===== src/hw/rtl/assert_macros.svh =====
// Assertion helpers included by the RTL.
`ifndef ASSERT_MACROS_SVH
`define ASSERT_MACROS_SVH

// The consequent must hold in the same cycle as the antecedent.
`define ASSERT_SAME_CYCLE(label, clk, rst, ante, cons) \
   label: assert property (@(posedge clk) disable iff (rst) (ante) |-> (cons)) \
      else $error("assertion failed");

// The consequent must hold in the cycle after the antecedent.
`define ASSERT_NEXT_CYCLE(label, clk, rst, ante, cons) \
   label: assert property (@(posedge clk) disable iff (rst) (ante) |=> (cons)) \
      else $error("assertion failed");

`endif


===== src/hw/rtl/itd_pkg.sv =====
package itd_pkg;

   // Default sizes.
   localparam int WORD_BITS_DEFAULT = 64;
   localparam int MAX_CHARS_DEFAULT = 64;
   localparam int DIGIT_BITS        = 4;

   // Mode codes on req_func.
   localparam logic [2:0] FUNC_UNSIGNED_DEC = 3'd0;
   localparam logic [2:0] FUNC_SIGNED_DEC   = 3'd1;
   localparam logic [2:0] FUNC_FORCED_SIGN  = 3'd2;
   localparam logic [2:0] FUNC_HEX_LOWER    = 3'd3;
   localparam logic [2:0] FUNC_HEX_UPPER    = 3'd4;

   // ASCII codes.
   localparam logic [6:0] CHAR_ZERO  = 7'h30;
   localparam logic [6:0] CHAR_MINUS = 7'h2D;
   localparam logic [6:0] CHAR_PLUS  = 7'h2B;
   localparam logic [6:0] CHAR_LOWER_A = 7'h61;
   localparam logic [6:0] CHAR_UPPER_A = 7'h41;

   typedef logic [DIGIT_BITS-1:0] digit_type;

   // Maps one digit value to its ASCII character.
   function automatic logic [6:0] digit_char(input digit_type d, input logic upper);
      logic [6:0] base;
      base = upper ? CHAR_UPPER_A : CHAR_LOWER_A;
      if (d < digit_type'(10)) begin
         digit_char = CHAR_ZERO + 7'(d);
      end else begin
         digit_char = base + 7'(d) - 7'd10;
      end
   endfunction

endpackage


===== src/hw/rtl/integer_to_text_digits_unit.sv =====
// Converts one word to ASCII text, most significant character first, one
// character per strobed beat on rsp_valid, with rsp_last on the final one.
// An item is taken when start is high and busy is low; busy stays high until
// the final character has been launched. Per item, the shared add-3 and shift
// unit first takes in the magnitude one input bit per cycle (plain shift in the
// hex modes), then the digit store is scanned down past the leading-zero digits,
// then the characters are emitted (sign, padding zeros, digits). The receiver
// cannot stall: every character appears for exactly one cycle and must be taken
// then.
`include "assert_macros.svh"

module integer_to_text_digits_unit #(
   parameter int WORD_BITS = itd_pkg::WORD_BITS_DEFAULT,
   parameter int MAX_CHARS = itd_pkg::MAX_CHARS_DEFAULT
) (
   input  logic        clock,
   input  logic        reset,
   input  logic        start,
   output logic        busy,
   input  logic [63:0] req_number,
   input  logic [2:0]  req_func,
   input  logic [5:0]  req_min_width,
   output logic        rsp_valid,
   output logic [6:0]  rsp_character,
   output logic        rsp_last
);

   // Enough decimal digits for any WORD_BITS value (log10(2) ~ 0.30103).
   localparam int STORE_DEPTH = (WORD_BITS * 30103) / 100000 + 1;
   localparam int IDX_BITS    = $clog2(STORE_DEPTH);
   localparam int CNT_BITS    = $clog2(WORD_BITS);
   localparam int PAD_BITS    = $clog2(MAX_CHARS);

   // Sequencer states.
   localparam logic [2:0] S_IDLE = 3'd0;
   localparam logic [2:0] S_CONV = 3'd1;
   localparam logic [2:0] S_SCAN = 3'd2;
   localparam logic [2:0] S_SIGN = 3'd3;
   localparam logic [2:0] S_PAD  = 3'd4;
   localparam logic [2:0] S_DIG  = 3'd5;

   logic [2:0]                 state_ff, state_in;
   logic [WORD_BITS-1:0]       mag_ff, mag_in;
   logic [CNT_BITS-1:0]        bits_ff, bits_in;
   itd_pkg::digit_type         digits_ff [STORE_DEPTH];
   itd_pkg::digit_type         digits_in [STORE_DEPTH];
   logic [IDX_BITS-1:0]        idx_ff, idx_in;
   logic [PAD_BITS-1:0]        pad_ff, pad_in;
   logic [PAD_BITS-1:0]        mw_ff, mw_in;
   logic                       dec_ff, dec_in;
   logic                       upper_ff, upper_in;
   logic                       sign_ff, sign_in;
   logic [6:0]                 sign_ch_ff, sign_ch_in;
   logic                       rsp_valid_ff, rsp_valid_in;
   logic [6:0]                 rsp_character_ff, rsp_character_in;
   logic                       rsp_last_ff, rsp_last_in;

   logic                       accept;
   logic                       is_signed;
   logic                       negative;
   logic [WORD_BITS-1:0]       word;
   logic [5:0]                 mw_sat;
   logic [PAD_BITS-1:0]        count;
   itd_pkg::digit_type         corr [STORE_DEPTH];
   itd_pkg::digit_type         cur_digit;

   assign accept = start && (state_ff == S_IDLE);
   assign busy   = (state_ff != S_IDLE);

   // Input decode: sign handling and minimum-width saturation.
   assign word      = req_number[WORD_BITS-1:0];
   assign is_signed = (req_func == itd_pkg::FUNC_SIGNED_DEC) ||
                      (req_func == itd_pkg::FUNC_FORCED_SIGN);
   assign negative  = is_signed && word[WORD_BITS-1];
   assign mw_sat    = (req_min_width > 6'(MAX_CHARS - 1)) ? 6'(MAX_CHARS - 1)
                                                           : req_min_width;

   // Shared unit: add 3 to every decimal digit of five or more.
   always_comb begin
      for (int i = 0; i < STORE_DEPTH; i++) begin
         if (dec_ff && (digits_ff[i] >= itd_pkg::digit_type'(5))) begin
            corr[i] = digits_ff[i] + itd_pkg::digit_type'(3);
         end else begin
            corr[i] = digits_ff[i];
         end
      end
   end

   assign cur_digit = digits_ff[idx_ff];
   assign count     = PAD_BITS'(idx_ff) + PAD_BITS'(1);

   // Sequencer.
   always_comb begin
      state_in         = state_ff;
      mag_in           = mag_ff;
      bits_in          = bits_ff;
      digits_in        = digits_ff;
      idx_in           = idx_ff;
      pad_in           = pad_ff;
      mw_in            = mw_ff;
      dec_in           = dec_ff;
      upper_in         = upper_ff;
      sign_in          = sign_ff;
      sign_ch_in       = sign_ch_ff;
      rsp_valid_in     = 1'b0;
      rsp_character_in = rsp_character_ff;
      rsp_last_in      = 1'b0;

      case (state_ff)
         S_IDLE: begin
            if (accept) begin
               mag_in     = negative ? (WORD_BITS'(0) - word) : word;
               bits_in    = CNT_BITS'(WORD_BITS - 1);
               for (int i = 0; i < STORE_DEPTH; i++) begin
                  digits_in[i] = '0;
               end
               mw_in      = PAD_BITS'(mw_sat);
               dec_in     = !((req_func == itd_pkg::FUNC_HEX_LOWER) ||
                              (req_func == itd_pkg::FUNC_HEX_UPPER));
               upper_in   = (req_func == itd_pkg::FUNC_HEX_UPPER);
               sign_in    = negative || (req_func == itd_pkg::FUNC_FORCED_SIGN);
               sign_ch_in = negative ? itd_pkg::CHAR_MINUS : itd_pkg::CHAR_PLUS;
               state_in   = S_CONV;
            end
         end
         S_CONV: begin
            // Correct, then shift one bit of the magnitude into the digit chain.
            for (int i = 0; i < STORE_DEPTH; i++) begin
               if (i == 0) begin
                  digits_in[i] = {corr[i][2:0], mag_ff[WORD_BITS-1]};
               end else begin
                  digits_in[i] = {corr[i][2:0], corr[i-1][3]};
               end
            end
            mag_in = {mag_ff[WORD_BITS-2:0], 1'b0};
            if (bits_ff == '0) begin
               idx_in   = IDX_BITS'(STORE_DEPTH - 1);
               state_in = S_SCAN;
            end else begin
               bits_in = bits_ff - CNT_BITS'(1);
            end
         end
         S_SCAN: begin
            // Walk down past leading zero digits; the lowest digit always stays.
            if ((cur_digit != '0) || (idx_ff == '0)) begin
               pad_in = (mw_ff > count) ? (mw_ff - count) : '0;
               if (sign_ff) begin
                  state_in = S_SIGN;
               end else if (mw_ff > count) begin
                  state_in = S_PAD;
               end else begin
                  state_in = S_DIG;
               end
            end else begin
               idx_in = idx_ff - IDX_BITS'(1);
            end
         end
         S_SIGN: begin
            rsp_valid_in     = 1'b1;
            rsp_character_in = sign_ch_ff;
            state_in         = (pad_ff != '0) ? S_PAD : S_DIG;
         end
         S_PAD: begin
            rsp_valid_in     = 1'b1;
            rsp_character_in = itd_pkg::CHAR_ZERO;
            pad_in           = pad_ff - PAD_BITS'(1);
            if (pad_ff == PAD_BITS'(1)) begin
               state_in = S_DIG;
            end
         end
         S_DIG: begin
            rsp_valid_in     = 1'b1;
            rsp_character_in = itd_pkg::digit_char(cur_digit, upper_ff);
            rsp_last_in      = (idx_ff == '0);
            if (idx_ff == '0) begin
               state_in = S_IDLE;
            end else begin
               idx_in = idx_ff - IDX_BITS'(1);
            end
         end
         default: begin
            state_in = S_IDLE;
         end
      endcase
   end

   // Control registers.
   always_ff @(posedge clock) begin
      if (reset) begin
         state_ff     <= S_IDLE;
         rsp_valid_ff <= 1'b0;
         rsp_last_ff  <= 1'b0;
      end else begin
         state_ff     <= state_in;
         rsp_valid_ff <= rsp_valid_in;
         rsp_last_ff  <= rsp_last_in;
      end
   end

   // Datapath registers.
   always_ff @(posedge clock) begin
      mag_ff           <= mag_in;
      bits_ff          <= bits_in;
      digits_ff        <= digits_in;
      idx_ff           <= idx_in;
      pad_ff           <= pad_in;
      mw_ff            <= mw_in;
      dec_ff           <= dec_in;
      upper_ff         <= upper_in;
      sign_ff          <= sign_in;
      sign_ch_ff       <= sign_ch_in;
      rsp_character_ff <= rsp_character_in;
   end

   assign rsp_valid     = rsp_valid_ff;
   assign rsp_character = rsp_character_ff;
   assign rsp_last      = rsp_last_ff;

   // An accepted item keeps the unit busy in the next cycle.
   `ASSERT_NEXT_CYCLE(a_accept_busy, clock, reset, accept, state_ff == S_CONV)
   // Every character beat comes from one of the emission states.
   `ASSERT_SAME_CYCLE(a_beat_source, clock, reset, rsp_valid,
                      $past(state_ff) == S_SIGN || $past(state_ff) == S_PAD ||
                      $past(state_ff) == S_DIG)
   // Padding is only emitted while a padding count remains.
   `ASSERT_SAME_CYCLE(a_pad_nonzero, clock, reset, state_ff == S_PAD, pad_ff != '0)
   // The final character of an item is never directly followed by another beat.
   `ASSERT_NEXT_CYCLE(a_last_gap, clock, reset, rsp_valid && rsp_last, !rsp_valid)

endmodule

===== config.mk =====
export PLATFORM = sky130hd
export DESIGN_NAME = integer_to_text_digits_unit
export DESIGN_NICKNAME = d
export VERILOG_FILES = /design/src/hw/rtl/itd_pkg.sv /design/src/hw/rtl/integer_to_text_digits_unit.sv
export VERILOG_INCLUDE_DIRS = /design/src /design/src/hw/rtl
export SDC_FILE = /design/constraint.sdc
export NUM_CORES = 1
export LEC_CHECK = 0
export BUFFER_PORTS_ARGS = -buffer_cell sky130_fd_sc_hd__buf_2
export CAP_MARGIN = 25
export CELL_PAD_IN_SITES_DETAIL_PLACEMENT = 0
export CELL_PAD_IN_SITES_GLOBAL_PLACEMENT = 1
export CORE_UTILIZATION = 30
export DETAILED_ROUTE_END_ITERATION = 16
export PLACE_DENSITY = 0.52
export SKIP_CTS_REPAIR_TIMING = 1
export SLEW_MARGIN = 20
export SYNTH_ARGS = -nofsm -noshare
export SYNTH_HDL_FRONTEND = slang
export SYNTH_SLANG_ARGS = --single-unit

===== constraint.sdc =====
create_clock -name clock -period 6.61 [get_ports clock]
set_input_delay 0.661 -clock clock [delete_from_list [all_inputs] [get_ports clock]]
set_output_delay 0.661 -clock clock [all_outputs]
set_load 0.005 [all_outputs]

==> out/summary.json <==
{
  "status": "completed",
  "path_cells": "buf_4 -> mux4_2 -> mux2i_1 -> o21ai_0 -> o21ai_0 -> ha_1 -> nand2_1 -> nor3_1 -> o21a_1",
  "setup_viol": 0,
  "grt_first_pass_wirelength_um": 45700,
  "regToRegEndpoint": "idx_ff[0]",
  "cts.path.max_buffers": 2,
  "grt_pass1_vias": 8316,
  "pwr-share-clk_pct": 18.7,
  "post_route_fraction_of_the_period_consumed_by_the_critical_path_pct": 55.1,
  "placeableCoreArea_mm2": 0.0386,
  "worstPathBufferInverterCount": 1,
  "pin_count": 86,
  "post_route_cells_drive_above_1_share_pct": 13.5,
  "layout_common_cells": "edfxtp_1, nor2_1, nand2_1",
  "placement_row_count": 72,
  "power_switching_mw": 2.25,
  "seq_power_share_pct": 43.1,
  "multiInputGateArea_mm2": 0.00573,
  "ir_drop_uv": 192,
  "synth.net_count": 1339,
  "number_of_synthesized_flops_with_an_enable_pin": 179,
  "finalNetCount": 1396,
  "antenna_nets_post_route": 0,
  "synth.avg_cell_area_um2": 9.72,
  "pwr_density_cell_mw_per_mm2": 437,
  "layout-area-overhead-vs-synth_pct": 13.3,
  "critical-path-slowest-cell": "edfxtp_1",
  "cp_max_fo": 13,
  "place.gp.congestion": 0.758,
  "synth_async_sr_flop_share_pct": 0,
  "die_area_mm2": 0.0399,
  "power_leakage_nw": 4.87,
  "io_buffers": 85,
  "synth_cell_types": 59,
  "power.share.switching_pct": 38.8,
  "clock-skew-final_ps": 12.8,
  "cts.clk_slew.worst_paths_ps": 80,
  "path_class": "reg -> reg",
  "crit_family": "compound AO/OA/AOI/OAI gates",
  "largest_net_degree_at_the_start_of_global_routing": 96,
  "ys_seq_area_share_pct": 46.7,
  "initial_core_util_pct": 30.4,
  "crit-reg2reg-launch": "idx_ff[0]",
  "tritoncts_num_sinks": 184,
  "yosys.area.top_type_share_pct": 45.9,
  "cts_tree": "yes",
  "die_y_um": 200,
  "timing.critical_path.slowest_cell_delay_ps": 760,
  "synth.largest_area_cell": "edfxtp_1",
  "clockRootBuffer": "clkbuf_16",
  "clock_latency_ps": 450,
  "intPower_mw": 3.55,
  "leading_cell_type_in_the_layout_fill_and_taps_excluded": "edfxtp_1",
  "avgViaCountPerCell": 4.78,
  "postSynthCellCount": 1206,
  "nFillCells": 4018,
  "insertedDiodeCount": 0,
  "placed_cells": 1761,
  "start_kind": "flop",
  "post_synth_main_area_contributors": "edfxtp_1, xnor2_1, ha_1",
  "postSynth.topFlopCell": "edfxtp_1",
  "cts-buffers-inserted": 17,
  "synthesis.area_mm2": 0.0117,
  "max_slew_margin_pct": 30.0,
  "path_common_cell": "o21ai_0",
  "instances_no_fill": 1794,
  "detailed_place_hpwl_um": 19700,
  "placed_cell_area_mm2": 0.0127,
  "die_width_um": 200,
  "reg2reg_slack_ps": 2970,
  "fin_worst_hold_slack_ps": 382,
  "finalHoldViolCount": 0,
  "critical_path.endpoint_type": "flop",
  "timing_max_transition_violations_final": 0,
  "p_total_mw": 5.80,
  "detail_route.drc_violations": 0,
  "via_count": 8572,
  "power_frac_comb_pct": 38.2,
  "grt_overflow": 0,
  "hold_path_startpoint": "req_min_width[5]",
  "min-delay-path-class": "in -> reg",
  "warning_count_from_the_yosys_run": 0,
  "detail_route.first_pass.iterations": 4,
  "layout_min_cycle_time_ps": 3640,
  "wl_per_cell_um": 15.7,
  "r2r.worst_path.cells": 9,
  "critPathRequiredTime_ps": 6750,
  "post-route-cell-area_mm2": 0.0133,
  "rsz0062_at_grt": "false",
  "maxClockFrequency_mhz": 275,
  "whs_path_depth": 1,
  "total_wirelength_um": 28200,
  "seqCellArea_mm2": 0.00548,
  "detailedRoute.firstIterationViolations": 438,
  "destination_of_the_worst_hold_path": "mw_ff[5]",
  "setup_tns_ps": 0,
  "groute.usage.overall_pct": 14.9,
  "h-tree-depth": 4,
  "cp.arrival_ps": 3780,
  "ys_seq_elements": 184,
  "drv_cap": 0,
  "tightest_slew_ps": 1040,
  "number_of_antenna_violations_at_the_first_check_in_global_routing": 2
}
## through the flow
step           util [%]  setup slack [ps]
6_report           34.4              2970
5_1_grt            34.4              2580
4_1_cts            34.4              2840
3_5_place_dp       32.9              2850
3_3_place_gp       32.9              2920
2_1_floorplan         -              1630
## synth_stat cells (15+ instances only)
library cell and instances:
nand3_1 15, inv_1 84, nor2_1 156, edfxtp_1 179
ha_1 56, nand2_1 106, and2_1 17, a21boi_0 16
a21oi_1 100, o211ai_1 20, xor2_1 34, or2_2 20
o21ai_0 78, clkbuf_1 45, xnor2_1 86, nor3_1 25
## worst max path at each step
stage,from,endpoint,slack (ps),depth (start not counted)
CTS,idx_ff[0],idx_ff[0],2840,9
floorplan,state_ff[1],digits_ff[0],1630,6
global route,idx_ff[0],idx_ff[3],2580,9
finish,idx_ff[0],idx_ff[0],2970,9
detailed placement,idx_ff[0],idx_ff[1],2850,9
global placement,idx_ff[0],idx_ff[0],2920,9
## cell type report
class	count	area share, %
clock inverter	15	1.34
inverter	85	2.40
timing repair buffer	94	3.79
multi-input combinational	881	43.2
tap	518	4.88
clock buffer	17	3.20
sequential	184	41.2
## state kept, by name, summed over array words and instances (netlist names), 2 cells and up
register and cells:
state_ff 3, rsp_character 7, sign_ch_ff 2, idx_ff 5, mag_ff 64, pad_ff 6
mw_ff 6, bits_ff 6, digits_ff 80
## power groups by stage
stage | clock [mW] | combinational [mW] | sequential [mW]
3_3_place_gp | 0 | 2.26 | 2.55
2_1_floorplan | 0 | 1.76 | 2.38
5_1_grt | 1.16 | 2.57 | 2.58
4_1_cts | 1.13 | 2.27 | 2.51
6_report | 1.08 | 2.22 | 2.50
3_5_place_dp | 0 | 2.25 | 2.53
## kinds of logic (layout without fill, tap and decap cells)
logic type               after synthesis  in the layout  share of synthesized area (%)
AND/OR/NAND/NOR                      406            406                           16.0
flip-flops                           184            184                           46.7
multiplexers                          28             28                           3.80
AO/OA/AOI/OAI                        270            270                           13.8
buffers and inverters                141            211                           4.55
adder cells (fa/ha/maj)               57             57                           6.15
XOR/XNOR                             120            120                           8.97
## layer usage
layer,wire [um],vias up,part of all wire [%],GRT usage [%]
met5,27,-,0.096,0
met4,206,4,0.73,3.39
met3,1010,13,3.6,3.44
met2,13100,115,46,23.6
met1,13900,4092,49,20.4
li1,-,4348,-,-
Note: power is estimated with default switching activity, not from simulation.
